$ cat config.mk
export PLATFORM = sky130hd
export DESIGN_NAME = mru_shadow_table_cache_unit
export DESIGN_NICKNAME = d
export VERILOG_FILES = /design/src/rtl/mst_pkg.sv /design/src/rtl/mst_cell.sv /design/src/rtl/mru_shadow_table_cache_unit.sv
export SDC_FILE = /design/constraint.sdc
export NUM_CORES = 1
export LEC_CHECK = 0
export ABC_AREA = 1
export BUFFER_PORTS_ARGS = -buffer_cell sky130_fd_sc_hd__buf_2
export CORE_ASPECT_RATIO = 0.7
export CORE_UTILIZATION = 35
export CTS_CLUSTER_SIZE = 10
export DETAILED_ROUTE_END_ITERATION = 8
export PLACE_DENSITY_LB_ADDON = 0.05
export SYNTH_ARGS = -nofsm -noshare
export SYNTH_HDL_FRONTEND = slang
export SYNTH_SLANG_ARGS = --single-unit
$ cat constraint.sdc
create_clock -name clk -period 3.5 [get_ports clk]
set_clock_uncertainty 0.2 [all_clocks]
set_input_delay 0.7 -clock clk [delete_from_list [all_inputs] [get_ports clk]]
set_output_delay 0.7 -clock clk [all_outputs]
set_load 0.05 [all_outputs]
$ cat src/rtl/mst_pkg.sv
// Package for the MRU shadow table cache: payload types, codes and cell control.
`timescale 1ns / 1ps

package mst_pkg;

    // Default configuration
    localparam int NUM_SHADOWS_DEF = 4;
    localparam int FRAME_BITS_DEF  = 40;

    // Fixed field widths
    localparam int ROOT_W   = 40;
    localparam int DOMAIN_W = 16;
    localparam int ENTRY_W  = 9;
    localparam int SLOT_W   = 2;

    typedef enum logic [1:0] {
        ACT_SWITCH = 2'd0,
        ACT_WRITE  = 2'd1,
        ACT_FREE   = 2'd2,
        ACT_RSVD   = 2'd3
    } action_t;

    typedef enum logic [2:0] {
        OUT_NONE  = 3'd0,
        OUT_HIT   = 3'd1,
        OUT_MISS  = 3'd2,
        OUT_SYNC  = 3'd3,
        OUT_DROP  = 3'd4,
        OUT_FAULT = 3'd5
    } outcome_t;

    // Input beat
    typedef struct packed {
        logic [1:0]          action;
        logic [DOMAIN_W-1:0] domain_id;
        logic                need_shadow;
        logic [ROOT_W-1:0]   root_frame;
        logic [ENTRY_W-1:0]  entry_slot;
    } cmd_t;

    // Result beat
    typedef struct packed {
        logic [2:0]         outcome;
        logic [SLOT_W-1:0]  shadow_slot;
        logic [ENTRY_W-1:0] sync_entry;
    } res_t;

    // What a cell loads at the next edge
    typedef enum logic [1:0] {
        CELL_HOLD  = 2'd0,
        CELL_LEFT  = 2'd1,
        CELL_RIGHT = 2'd2,
        CELL_NEW   = 2'd3
    } cell_op_t;

    typedef struct packed {
        cell_op_t op;
        logic     zero;   // force the loaded frame to free
    } cell_ctrl_t;

endpackage

$ cat src/rtl/mst_cell.sv
// One entry of the MRU chain: frame tag, bound shadow slot and tag compare.
`timescale 1ns / 1ps

module mst_cell #(
    parameter int FRAME_BITS = 40,
    parameter int SLOT_BITS  = 2,
    parameter int RESET_SLOT = 0
) (
    input  logic                   clk,
    input  logic                   rst_n,
    input  mst_pkg::cell_ctrl_t    ctrl,
    input  logic [FRAME_BITS-1:0]  key,
    input  logic [SLOT_BITS-1:0]   ins_slot,
    input  logic [FRAME_BITS-1:0]  left_frame,
    input  logic [SLOT_BITS-1:0]   left_slot,
    input  logic [FRAME_BITS-1:0]  right_frame,
    input  logic [SLOT_BITS-1:0]   right_slot,
    output logic [FRAME_BITS-1:0]  frame,
    output logic [SLOT_BITS-1:0]   slot,
    output logic                   match
);
    import mst_pkg::*;

    logic [FRAME_BITS-1:0] frame_reg, frame_next;
    logic [SLOT_BITS-1:0]  slot_reg, slot_next;

    // Next entry contents
    always_comb
    begin
        frame_next = frame_reg;
        slot_next  = slot_reg;
        unique case (ctrl.op)
            CELL_HOLD:
            begin
                frame_next = frame_reg;
                slot_next  = slot_reg;
            end
            CELL_LEFT:
            begin
                frame_next = left_frame;
                slot_next  = left_slot;
            end
            CELL_RIGHT:
            begin
                frame_next = right_frame;
                slot_next  = right_slot;
            end
            CELL_NEW:
            begin
                frame_next = key;
                slot_next  = ins_slot;
            end
        endcase
        if (ctrl.zero)
        begin
            frame_next = '0;
        end
    end

    // Entry registers
    always_ff @(posedge clk or negedge rst_n)
    begin
        if (!rst_n)
        begin
            frame_reg <= '0;
            slot_reg  <= SLOT_BITS'(RESET_SLOT);
        end
        else
        begin
            frame_reg <= frame_next;
            slot_reg  <= slot_next;
        end
    end

    // A free entry never hits
    assign match = (frame_reg != '0) && (frame_reg == key);
    assign frame = frame_reg;
    assign slot  = slot_reg;

endmodule

$ cat src/rtl/mru_shadow_table_cache_unit.sv
// Top level of the MRU shadow table cache: decode, chain of entry cells, result register.
//
//   channel | ports                  | handshake
//   --------+------------------------+-------------------------------------------
//   command | start, busy, cmd       | beat taken at an edge with start=1, busy=0
//   result  | done, result           | beat shown for one cycle, done=1
//
// One command every cycle; busy is never raised. The chain of cells is compared
// and shifted in the cycle the command is taken, so the next command sees the
// updated order. Each result appears on result with done in the cycle after its
// command is taken. Reset frees every entry, binds slots 0..N-1 in order and
// clears the owner. The receiver cannot stall results.
`timescale 1ns / 1ps

module mru_shadow_table_cache_unit #(
    parameter int NUM_SHADOWS = mst_pkg::NUM_SHADOWS_DEF,
    parameter int FRAME_BITS  = mst_pkg::FRAME_BITS_DEF
) (
    input  logic          clk,
    input  logic          rst_n,
    input  logic          start,
    output logic          busy,
    input  mst_pkg::cmd_t cmd,
    output logic          done,
    output mst_pkg::res_t result
);
    import mst_pkg::*;

    localparam int SB = $clog2(NUM_SHADOWS);
    localparam logic [SB-1:0] LAST = SB'(NUM_SHADOWS - 1);

    // Chain wiring
    logic [FRAME_BITS-1:0] cell_frame [NUM_SHADOWS];
    logic [SB-1:0]         cell_slot  [NUM_SHADOWS];
    logic [NUM_SHADOWS-1:0] cell_match;
    cell_ctrl_t            cell_ctrl  [NUM_SHADOWS];
    logic [SB-1:0]         ins_slot;

    // Owner and result registers
    logic [DOMAIN_W-1:0] owner_domain_reg, owner_domain_next;
    logic                owner_valid_reg, owner_valid_next;
    logic                done_reg;
    res_t                result_reg, result_next;

    // Command decode helpers
    logic [FRAME_BITS+ROOT_W-1:0] key_wide;
    logic [FRAME_BITS-1:0]        key;
    logic                         is_switch, flush, owned, hit;
    logic [SB-1:0]                pos;
    logic [SB-1:0]                hit_slot;
    logic [SB+1:0]                slot_wide;

    assign key_wide = {{FRAME_BITS{1'b0}}, cmd.root_frame};
    assign key      = key_wide[FRAME_BITS-1:0];

    // Row of entry cells
    for (genvar g = 0; g < NUM_SHADOWS; g++)
    begin : g_cell
        logic [FRAME_BITS-1:0] lf, rf;
        logic [SB-1:0]         ls, rs;
        if (g == 0)
        begin : g_head
            assign lf = '0;
            assign ls = '0;
        end
        else
        begin : g_mid_l
            assign lf = cell_frame[g-1];
            assign ls = cell_slot[g-1];
        end
        if (g == NUM_SHADOWS - 1)
        begin : g_tail
            assign rf = '0;
            assign rs = '0;
        end
        else
        begin : g_mid_r
            assign rf = cell_frame[g+1];
            assign rs = cell_slot[g+1];
        end

        mst_cell #(
            .FRAME_BITS (FRAME_BITS),
            .SLOT_BITS  (SB),
            .RESET_SLOT (g)
        ) u_cell (
            .clk         (clk),
            .rst_n       (rst_n),
            .ctrl        (cell_ctrl[g]),
            .key         (key),
            .ins_slot    (ins_slot),
            .left_frame  (lf),
            .left_slot   (ls),
            .right_frame (rf),
            .right_slot  (rs),
            .frame       (cell_frame[g]),
            .slot        (cell_slot[g]),
            .match       (cell_match[g])
        );
    end

    // Hit position: at most one entry holds a given frame
    always_comb
    begin
        pos      = '0;
        hit_slot = '0;
        for (int i = NUM_SHADOWS - 1; i >= 0; i--)
        begin
            if (cell_match[i])
            begin
                pos      = SB'(i);
                hit_slot = cell_slot[i];
            end
        end
    end

    assign is_switch = (cmd.action == ACT_SWITCH);
    assign flush     = is_switch && owner_valid_reg && (owner_domain_reg != cmd.domain_id);
    assign owned     = owner_valid_reg && (owner_domain_reg == cmd.domain_id);
    assign hit       = (|cell_match) && !flush;

    // Cell control, owner update and result
    always_comb
    begin
        owner_domain_next = owner_domain_reg;
        owner_valid_next  = owner_valid_reg;
        ins_slot          = '0;
        slot_wide         = '0;
        result_next       = '0;
        result_next.outcome = OUT_NONE;
        for (int i = 0; i < NUM_SHADOWS; i++)
        begin
            cell_ctrl[i].op   = CELL_HOLD;
            cell_ctrl[i].zero = 1'b0;
        end

        if (start)
        begin
            priority if (is_switch)
            begin
                if (flush)
                begin
                    owner_valid_next = 1'b0;
                end
                if (!cmd.need_shadow)
                begin
                    // drop frames on a domain change, otherwise untouched
                    for (int i = 0; i < NUM_SHADOWS; i++)
                    begin
                        cell_ctrl[i].zero = flush;
                    end
                end
                else
                begin
                    owner_domain_next = cmd.domain_id;
                    owner_valid_next  = 1'b1;
                    if (hit)
                    begin
                        // rotate the hit entry to the front
                        ins_slot = hit_slot;
                        for (int i = 0; i < NUM_SHADOWS; i++)
                        begin
                            if (i == 0)
                            begin
                                cell_ctrl[i].op = CELL_NEW;
                            end
                            else if (SB'(i) <= pos)
                            begin
                                cell_ctrl[i].op = CELL_LEFT;
                            end
                        end
                        result_next.outcome = OUT_HIT;
                    end
                    else
                    begin
                        // recycle the last slot, shift the whole row back
                        ins_slot = cell_slot[NUM_SHADOWS-1];
                        for (int i = 0; i < NUM_SHADOWS; i++)
                        begin
                            if (i == 0)
                            begin
                                cell_ctrl[i].op = CELL_NEW;
                            end
                            else
                            begin
                                cell_ctrl[i].op   = CELL_LEFT;
                                cell_ctrl[i].zero = flush;
                            end
                        end
                        result_next.outcome = OUT_MISS;
                    end
                    slot_wide = {2'b00, ins_slot};
                    result_next.shadow_slot = slot_wide[1:0];
                end
            end
            else if (cmd.action != ACT_RSVD && cmd.need_shadow && owned && hit)
            begin
                if (cmd.action == ACT_WRITE)
                begin
                    slot_wide = {2'b00, hit_slot};
                    result_next.outcome     = OUT_SYNC;
                    result_next.shadow_slot = slot_wide[1:0];
                    result_next.sync_entry  = cmd.entry_slot;
                end
                else if (pos == '0)
                begin
                    result_next.outcome = OUT_FAULT;
                end
                else
                begin
                    // demote to the tail and free it
                    ins_slot = hit_slot;
                    for (int i = 0; i < NUM_SHADOWS; i++)
                    begin
                        if (i == NUM_SHADOWS - 1)
                        begin
                            cell_ctrl[i].op   = CELL_NEW;
                            cell_ctrl[i].zero = 1'b1;
                        end
                        else if (SB'(i) >= pos)
                        begin
                            cell_ctrl[i].op = CELL_RIGHT;
                        end
                    end
                    slot_wide = {2'b00, hit_slot};
                    result_next.outcome     = OUT_DROP;
                    result_next.shadow_slot = slot_wide[1:0];
                end
            end
            else
            begin
                result_next.outcome = OUT_NONE;
            end
        end
        if (pos > LAST)
        begin
            result_next.outcome = OUT_NONE;
        end
    end

    // Owner and result registers
    always_ff @(posedge clk or negedge rst_n)
    begin
        if (!rst_n)
        begin
            owner_domain_reg <= '0;
            owner_valid_reg  <= 1'b0;
            done_reg         <= 1'b0;
        end
        else
        begin
            owner_domain_reg <= owner_domain_next;
            owner_valid_reg  <= owner_valid_next;
            done_reg         <= start;
        end
    end

    always_ff @(posedge clk)
    begin
        result_reg <= result_next;
    end

    assign busy   = 1'b0;
    assign done   = done_reg;
    assign result = result_reg;

endmodule

* Yosys cells after proc, flatten, opt, wreduce, memory -nomap -nowiden
Index checks and enable logic that the tools add are counted.
** Storage, ports and cells
- Bits in registers :: 200
- Input port bits :: 71
- Output and inout port bits :: 16
- Word-level logic and storage cells :: 148
** Cells by class
- Order comparisons :: 7
- Equal/unequal tests :: 24
- Muxes and demuxes :: 72
- Bitwise logic cells :: 3
- Reductions and logical operators :: 28
** Operators by type and width (count)
- one-hot mux 40 bit (3 select lines) :: 4
- equality test 40 bit :: 4
- two-way mux 40 bit :: 4
- nonzero test 40 bit :: 4
- two-way mux 2 bit :: 38
- one-hot mux 2 bit (3 select lines) :: 4
- equality test 16 bit :: 1
- equality test 2 bit (second input constant) :: 8
- != test 16 bit :: 1
- two-way mux 3 bit :: 5
- logical NOT 2 bit :: 6
- two-way mux 12 bit :: 1
- logical AND 1 bit :: 11
- two-way mux 1 bit :: 11
- two-way mux 11 bit :: 1
- equality test 2 x 1 -> 1 bit (second input constant) :: 5
- two-way mux 5 bit :: 2
- != test 2 bit (second input constant) :: 5
- two-way mux 9 bit :: 1
- OR reduction 4 bit :: 2
- AND reduction 3 bit :: 2
- >= comparator 1 x 2 -> 1 bit (first input constant) :: 2
- <= comparator 2 bit (first input constant) :: 2
- two-way mux 4 bit :: 1
- 7 further kinds :: 9

* Depth between registers and ports, before layout
- Depth in word-level cells :: 16
- Mapped depth :: 23

* Modules after synthesis
From an unflattened synthesis, not the netlist that was laid out.
** Unflattened totals
- Cells, all modules :: 2261
- Area total of the unflattened synthesis :: 14828.0 sq um
** By module, submodules not included
- mst_cell (g_cell[1].u_cell ...) :: times used 2, cells each 495, area an instance 3240.6 sq um, seq. area each 1052.3 sq um
- mst_cell (g_cell[3].u_cell) :: times used 1, cells each 495, area an instance 3241.9 sq um, seq. area each 1053.5 sq um
- mst_cell (g_cell[0].u_cell) :: times used 1, cells each 495, area an instance 3239.4 sq um, seq. area each 1051.0 sq um
- mru_shadow_table_cache_unit :: times used 1, cells each 281, area an instance 1865.5 sq um, seq. area each 730.7 sq um

* Least setup slack after synthesis
OpenSTA, ideal clock, no wires.
- Path kind :: input-to-reg
- Start :: in cmd[18] in the netlist's numbering
- End :: reg g_cell[2].u_cell.frame_reg[24]
- Arrival time :: 2.746 ns
- Required time :: 3.184 ns
- Slack :: 0.437 ns
- Stages :: 18
- Buffers on the path :: 3
- Path through :: buf_2 > xor2_1 > nor2_1 > nand2_1 > nor2_1 > nand2_1 > nor2_2 > nand2_1 > nand2_1 > nand2_1 > ha_1 > clkbuf_1 > nand3_4 > nand2_1 > nor2_1 > buf_2 > nand2_1 > nand2_1
** On the way
- Cells in the longest elaborated chain, start to end :: 16
- Elaborated cells on any way between the ends :: 37
** RTL lines
- start: declaration :: line mru_shadow_table_cache_unit.sv:23 : input mst_pkg::cmd_t cmd,
- equality test 40 bit :: line mst_cell.sv:76 : assign match = (frame_reg != '0) && (frame_reg == key);
- logical AND 1 bit :: line mst_cell.sv:76
- two-way mux 2 bit (4 in series) :: line mru_shadow_table_cache_unit.sv:109 : if (cell_match[i])
- >= comparator 2 bit :: line mru_shadow_table_cache_unit.sv:220 : else if (SB'(i) >= pos)
- two-way mux 2 bit :: line mru_shadow_table_cache_unit.sv:220
- two-way mux 2 bit :: line mru_shadow_table_cache_unit.sv:205 : else if (pos == '0)
- two-way mux 2 bit :: line mru_shadow_table_cache_unit.sv:198 : if (cmd.action == ACT_WRITE)
- two-way mux 2 bit :: line mru_shadow_table_cache_unit.sv:196 : else if (cmd.action != ACT_RSVD && cmd.need_shadow && owned && hit)
- two-way mux 2 bit :: line mru_shadow_table_cache_unit.sv:139 : priority if (is_switch)
- two-way mux 12 bit (*) :: line mru_shadow_table_cache_unit.sv:137 : if (start)
- equality test 2 bit / equality test 2 x 1 -> 1 bit (equally long branches) :: line mst_cell.sv:32 : unique case (ctrl.op)
- one-hot mux 40 bit (3 select lines) :: line mst_cell.sv:32
- two-way mux 40 bit :: line mst_cell.sv:54 : if (ctrl.zero)
- end signal: assignment :: line mst_cell.sv:70 : frame_reg <= frame_next;
- end: declaration :: line mst_cell.sv:24 : logic [FRAME_BITS-1:0] frame_reg, frame_next;
Mark *: on every way between the ends. The rest lies on a longest branch, timed or not.
A chain may end at the register's enable or synchronous reset.

* Final worst setup path
- Start :: reg g_cell[0].u_cell.frame_reg[17]
- End :: reg g_cell[2].u_cell.frame_reg[24]
** On the way
- Cells in the longest elaborated chain, start to end :: 13
- Elaborated cells on any way between the ends :: 29
** RTL lines (line)
- start: declaration :: mst_cell.sv:24
- start signal: assignment :: mst_cell.sv:70
- equality test 40 bit / nonzero test 40 bit (equally long branches) :: mst_cell.sv:76
- logical AND 1 bit (*) :: mst_cell.sv:76
- two-way mux 2 bit :: mru_shadow_table_cache_unit.sv:109
- >= comparator 2 bit :: mru_shadow_table_cache_unit.sv:220
- two-way mux 2 bit :: mru_shadow_table_cache_unit.sv:220
- two-way mux 2 bit :: mru_shadow_table_cache_unit.sv:205
- two-way mux 2 bit :: mru_shadow_table_cache_unit.sv:198
- two-way mux 2 bit :: mru_shadow_table_cache_unit.sv:196
- two-way mux 2 bit :: mru_shadow_table_cache_unit.sv:139
- two-way mux 12 bit (*) :: mru_shadow_table_cache_unit.sv:137
- equality test 2 bit / equality test 2 x 1 -> 1 bit (equally long branches) :: mst_cell.sv:32
- one-hot mux 40 bit (3 select lines) :: mst_cell.sv:32
- two-way mux 40 bit :: mst_cell.sv:54
Marks and branches as above.

==> key figures <==
CTS
  • CTS tree: yes
  • CTS buffer count: 17
  • H-Tree Depth: 4
  • Clock transition at path regs: 0.08 ns
  • Clock Tree Buf Depth: 2
  • CTS Root Cell: clkbuf_16
  • Clk_lat worst skew: 0.47 ns
  • # clock sinks: 200

Detailed routing
  • Mean number of vias per cell: 4.81
  • Routed WL: 50100 um
  • DRT Pass-1 Iters: 5
  • DR WL/cell: 18.2 um
  • Drt drc: 0
  • Via count: 13200
  • DRT antenna net count: 0
  • Iter 0 DRT Violations: 1526

Synth
  • Most used flip-flop cell after synthesis: dfrtp_1
  • Syn_nets: 2104
  • Synth Area per Inst: 6.24 um^2
  • Top-count cell post-synth: nand2_1
  • Post-synthesis sequential area ratio: 39.0%
  • Post-synthesis cell area: 12700 um^2
  • Synth warn: 0
  • Synth area leaders: dfrtp_1 (36%), nand2_1 (31%), inv_1 (6.3%)
  • Cells after Synth: 2030
  • Post-synth EDFFs: 0
  • Post-synth top area cell: dfrtp_1
  • Ys async rst share: 93.0%
  • Synth top area share: 35.9%
  • Flops & latches, synth: 200
  • Top post-synthesis cells by count: nand2_1 (1036), inv_1 (213), nor2_1 (185)
  • Synth cell types: 39

Final layout
  • Number of flip-flops in the largest register: 160
  • Multi-input logic area: 6610 um^2
  • Final net count: 2338
  • Sequential Area: 4940 um^2
  • Antenna cells: 0
  • Layout area overhead: 25.2%
  • Non-Filler Instances: 2749
  • # fillers: 3708
  • Share of layout cells above drive strength 1: 17.3%

Floorplanning
  • IO Count: 87
  • Placeable core area: 35200 um^2
  • Initial core utilization: 36.0%
  • Cell Rows: 57
  • Die ar.: 37000 um^2
  • Chip width: 229 um
  • Die Y: 161 um

Critical path
  • WP buf/inv: 6
  • CP max stage delay: 0.49 ns
  • Max Fanout on Critical Path: 17
  • Critical Path End Type: flip-flop
  • Worst EP arrival: 3.54 ns
  • Crit path launch type: flip-flop
  • Slowest-stage cell, CP: dfrtp_1
  • Critical Path Most Common Cell: nand2_1
  • Crit path launch: g_cell[0].u_cell.frame[17]
  • Critical path required time: 3.70 ns
  • FF-to-FF Start: g_cell[0].u_cell.frame[17]
  • Top delay family on crit path: simple AND/OR/NAND/NOR gates
  • CP Cell Sequence: xnor2_2, nand2_1, nor2_2, buf_4, nand3_1, buf_4, nor2_4, nand2_2, nand2_1, inv_1, nand2_1, buf_4, ha_2, nand3_4, nand2_2, nor2_4, buf_12, buf_16, nand2_1, nand2_1
  • Kind of critical path: flip-flop to flip-flop

Placed design
  • Final GP Congestion: 0.938
  • PortBufs: 85
  • Placed cells: 2707
  • DP HPWL: 35700 um
  • Post-place setup slack: -0.527 ns

Global routing
  • Vias in the first global route: 12200
  • Total GRT Usage: 27.4%
  • Largest net degree at the start of global routing: 60
  • Initial antenna violation count: 0
  • Total gr overflow: 0
  • First-pass GRT wire length: 75700 um

Timing
  • Slew headroom: 52.5%
  • Final worst path period share: 95.7%
  • Setup Viol. Count Final: 0
  • Fin. Hold Viols: 0
  • RSZ-0062 raised after global routing: no
  • Final slew viol count: 0
  • Worst-Margin Slew: 0.713 ns
  • Final Critical Period: 3.35 ns
  • Worst setup margin: 0.151 ns
  • Max Freq: 0.299 GHz

Power and ir drop
  • Pwr dens: 422 nW/um^2
  • Static leakage power: 9.10 nW
  • IR drop worst, VDD: 0.325 mV

Flow run
  • Max cap viols: 0

Min path
  • Worst Hold Class: input pin to asynchronous set/reset pin

Status
  • Outcome: completed
==> worst reg2reg max path, cell delays in order, from the launching register on <==
cell,delay [ns]
dfrtp_1,0.49
xnor2_2,0.24
nand2_1,0.09
nor2_2,0.14
buf_4,0.17
nand3_1,0.07
buf_4,0.16
nor2_4,0.15
nand2_2,0.09
nand2_1,0.11
inv_1,0.07
nand2_1,0.08
buf_4,0.12
ha_2,0.29
nand3_4,0.12
nand2_2,0.09
nor2_4,0.13
buf_12,0.15
buf_16,0.18
nand2_1,0.09
nand2_1,0.07
==> cell usage in the layout (no fill, tap or decap), types with 2 or more instances in the layout <==
master and n:
nand2_1 1034, inv_1 213, dfrtp_1 181, buf_4 176
nor2_1 171, nand3_1 135, buf_2 84, a22oi_1 40
inv_2 32, xor2_1 25, clkbuf_16 20, buf_12 20
xnor2_1 19, nand4_1 15, dfxtp_1 14, nor2_2 12
o21ai_0 12, nor2_4 11, a21oi_1 4, nand2_2 4
clkinvlp_4 4, dfstp_2 4, nor3_1 3, or2_2 3
or2_1 3, clkinv_1 3, a21oi_4 3, nand3_4 3
nand3b_1 2, ha_1 2, clkbuf_8 2, clkinv_2 2
clkinv_4 2, inv_6 2
==> metal layers <==
| layer | up-vias | wire length [um] | track usage [%] |
|---|---|---|---|
| met4 | 0 | 992 | 7.36 |
| met2 | 452 | 19400 | 37.2 |
| met3 | 56 | 4010 | 4.57 |
| met5 | - | 0 | 0 |
| li1 | 6572 | - | - |
| met1 | 6142 | 25700 | 43.5 |
==> power breakdown <==
group | internal [mW] | leakage [nW] | total [mW] | switching [mW]
combinational | 0.707 | 6.22 | 1.82 | 1.12
sequential | 2.56 | 2.61 | 2.83 | 0.270
clock | 1.03 | 0.274 | 2.04 | 1.02
==> metrics by stage <==
stage	power, mW	util (%)	setup TNS, ns	cell area [um^2]	hold slack, ns
floorplan	3.74	-	0	12700	0.204
global placement	4.61	42.8	-43.63	15100	0.274
detailed placement	4.62	42.8	-41.01	15100	0.280
CTS	6.68	44.5	0	15600	0.0335
global route	7.06	45.1	0	15900	0.0489
finish	6.70	45.1	0	15900	0.00823
==> logic make-up after synthesis <==
kind of cell / count (synthesis) / share of synthesized area, %
AND/OR/NAND/NOR: 1400 / 44.1
buffers and inverters: 319 / 10.1
flip-flops: 200 / 39.0
AO/OA/AOI/OAI: 62 / 3.39
XOR/XNOR: 45 / 3.11
adder cells (fa/ha/maj): 3 / 0.296
other: 1 / 0.0296
==> area by class of cell <==
class	instances	area share (%)
Multi-Input combinational cell	1514	41.7
Inverter	248	5.87
Clock buffer	21	3.11
Clock inverter	11	0.544
Timing Repair Buffer	283	13.9
Sequential cell	200	31.1
Tap cell	472	3.72
==> repair_timing <==
item                                    4_1_cts  5_1_grt
pin swaps                                     0        5
hold endpoints to repair                      0        0
gates cloned                                  1        3
buffers inserted                              0        6
endpoints found under the setup margin       40      124
hold buffers                                  0        0
resized for setup                             1       21
==> path summary, 6_finish.rpt <==
| check | slack (ns) | cells past startpoint | end |
|---|---|---|---|
| max | 0.15 | 20 | g_cell[2].u_cell.frame[24] |
| min | 0.008 | 1 | g_cell[2].u_cell.frame[32] |
| max reg2reg | 0.15 | 20 | g_cell[2].u_cell.frame[24] |
| min reg2reg | 0.30 | 2 | owner_domain_reg[6] |
| max in group asynchronous | 2.24 | 2 | g_cell[0].u_cell.frame[26] |
| min in group clk | 0.23 | 1 | done |
No activity file was read; power rests on OpenSTA's default activity.
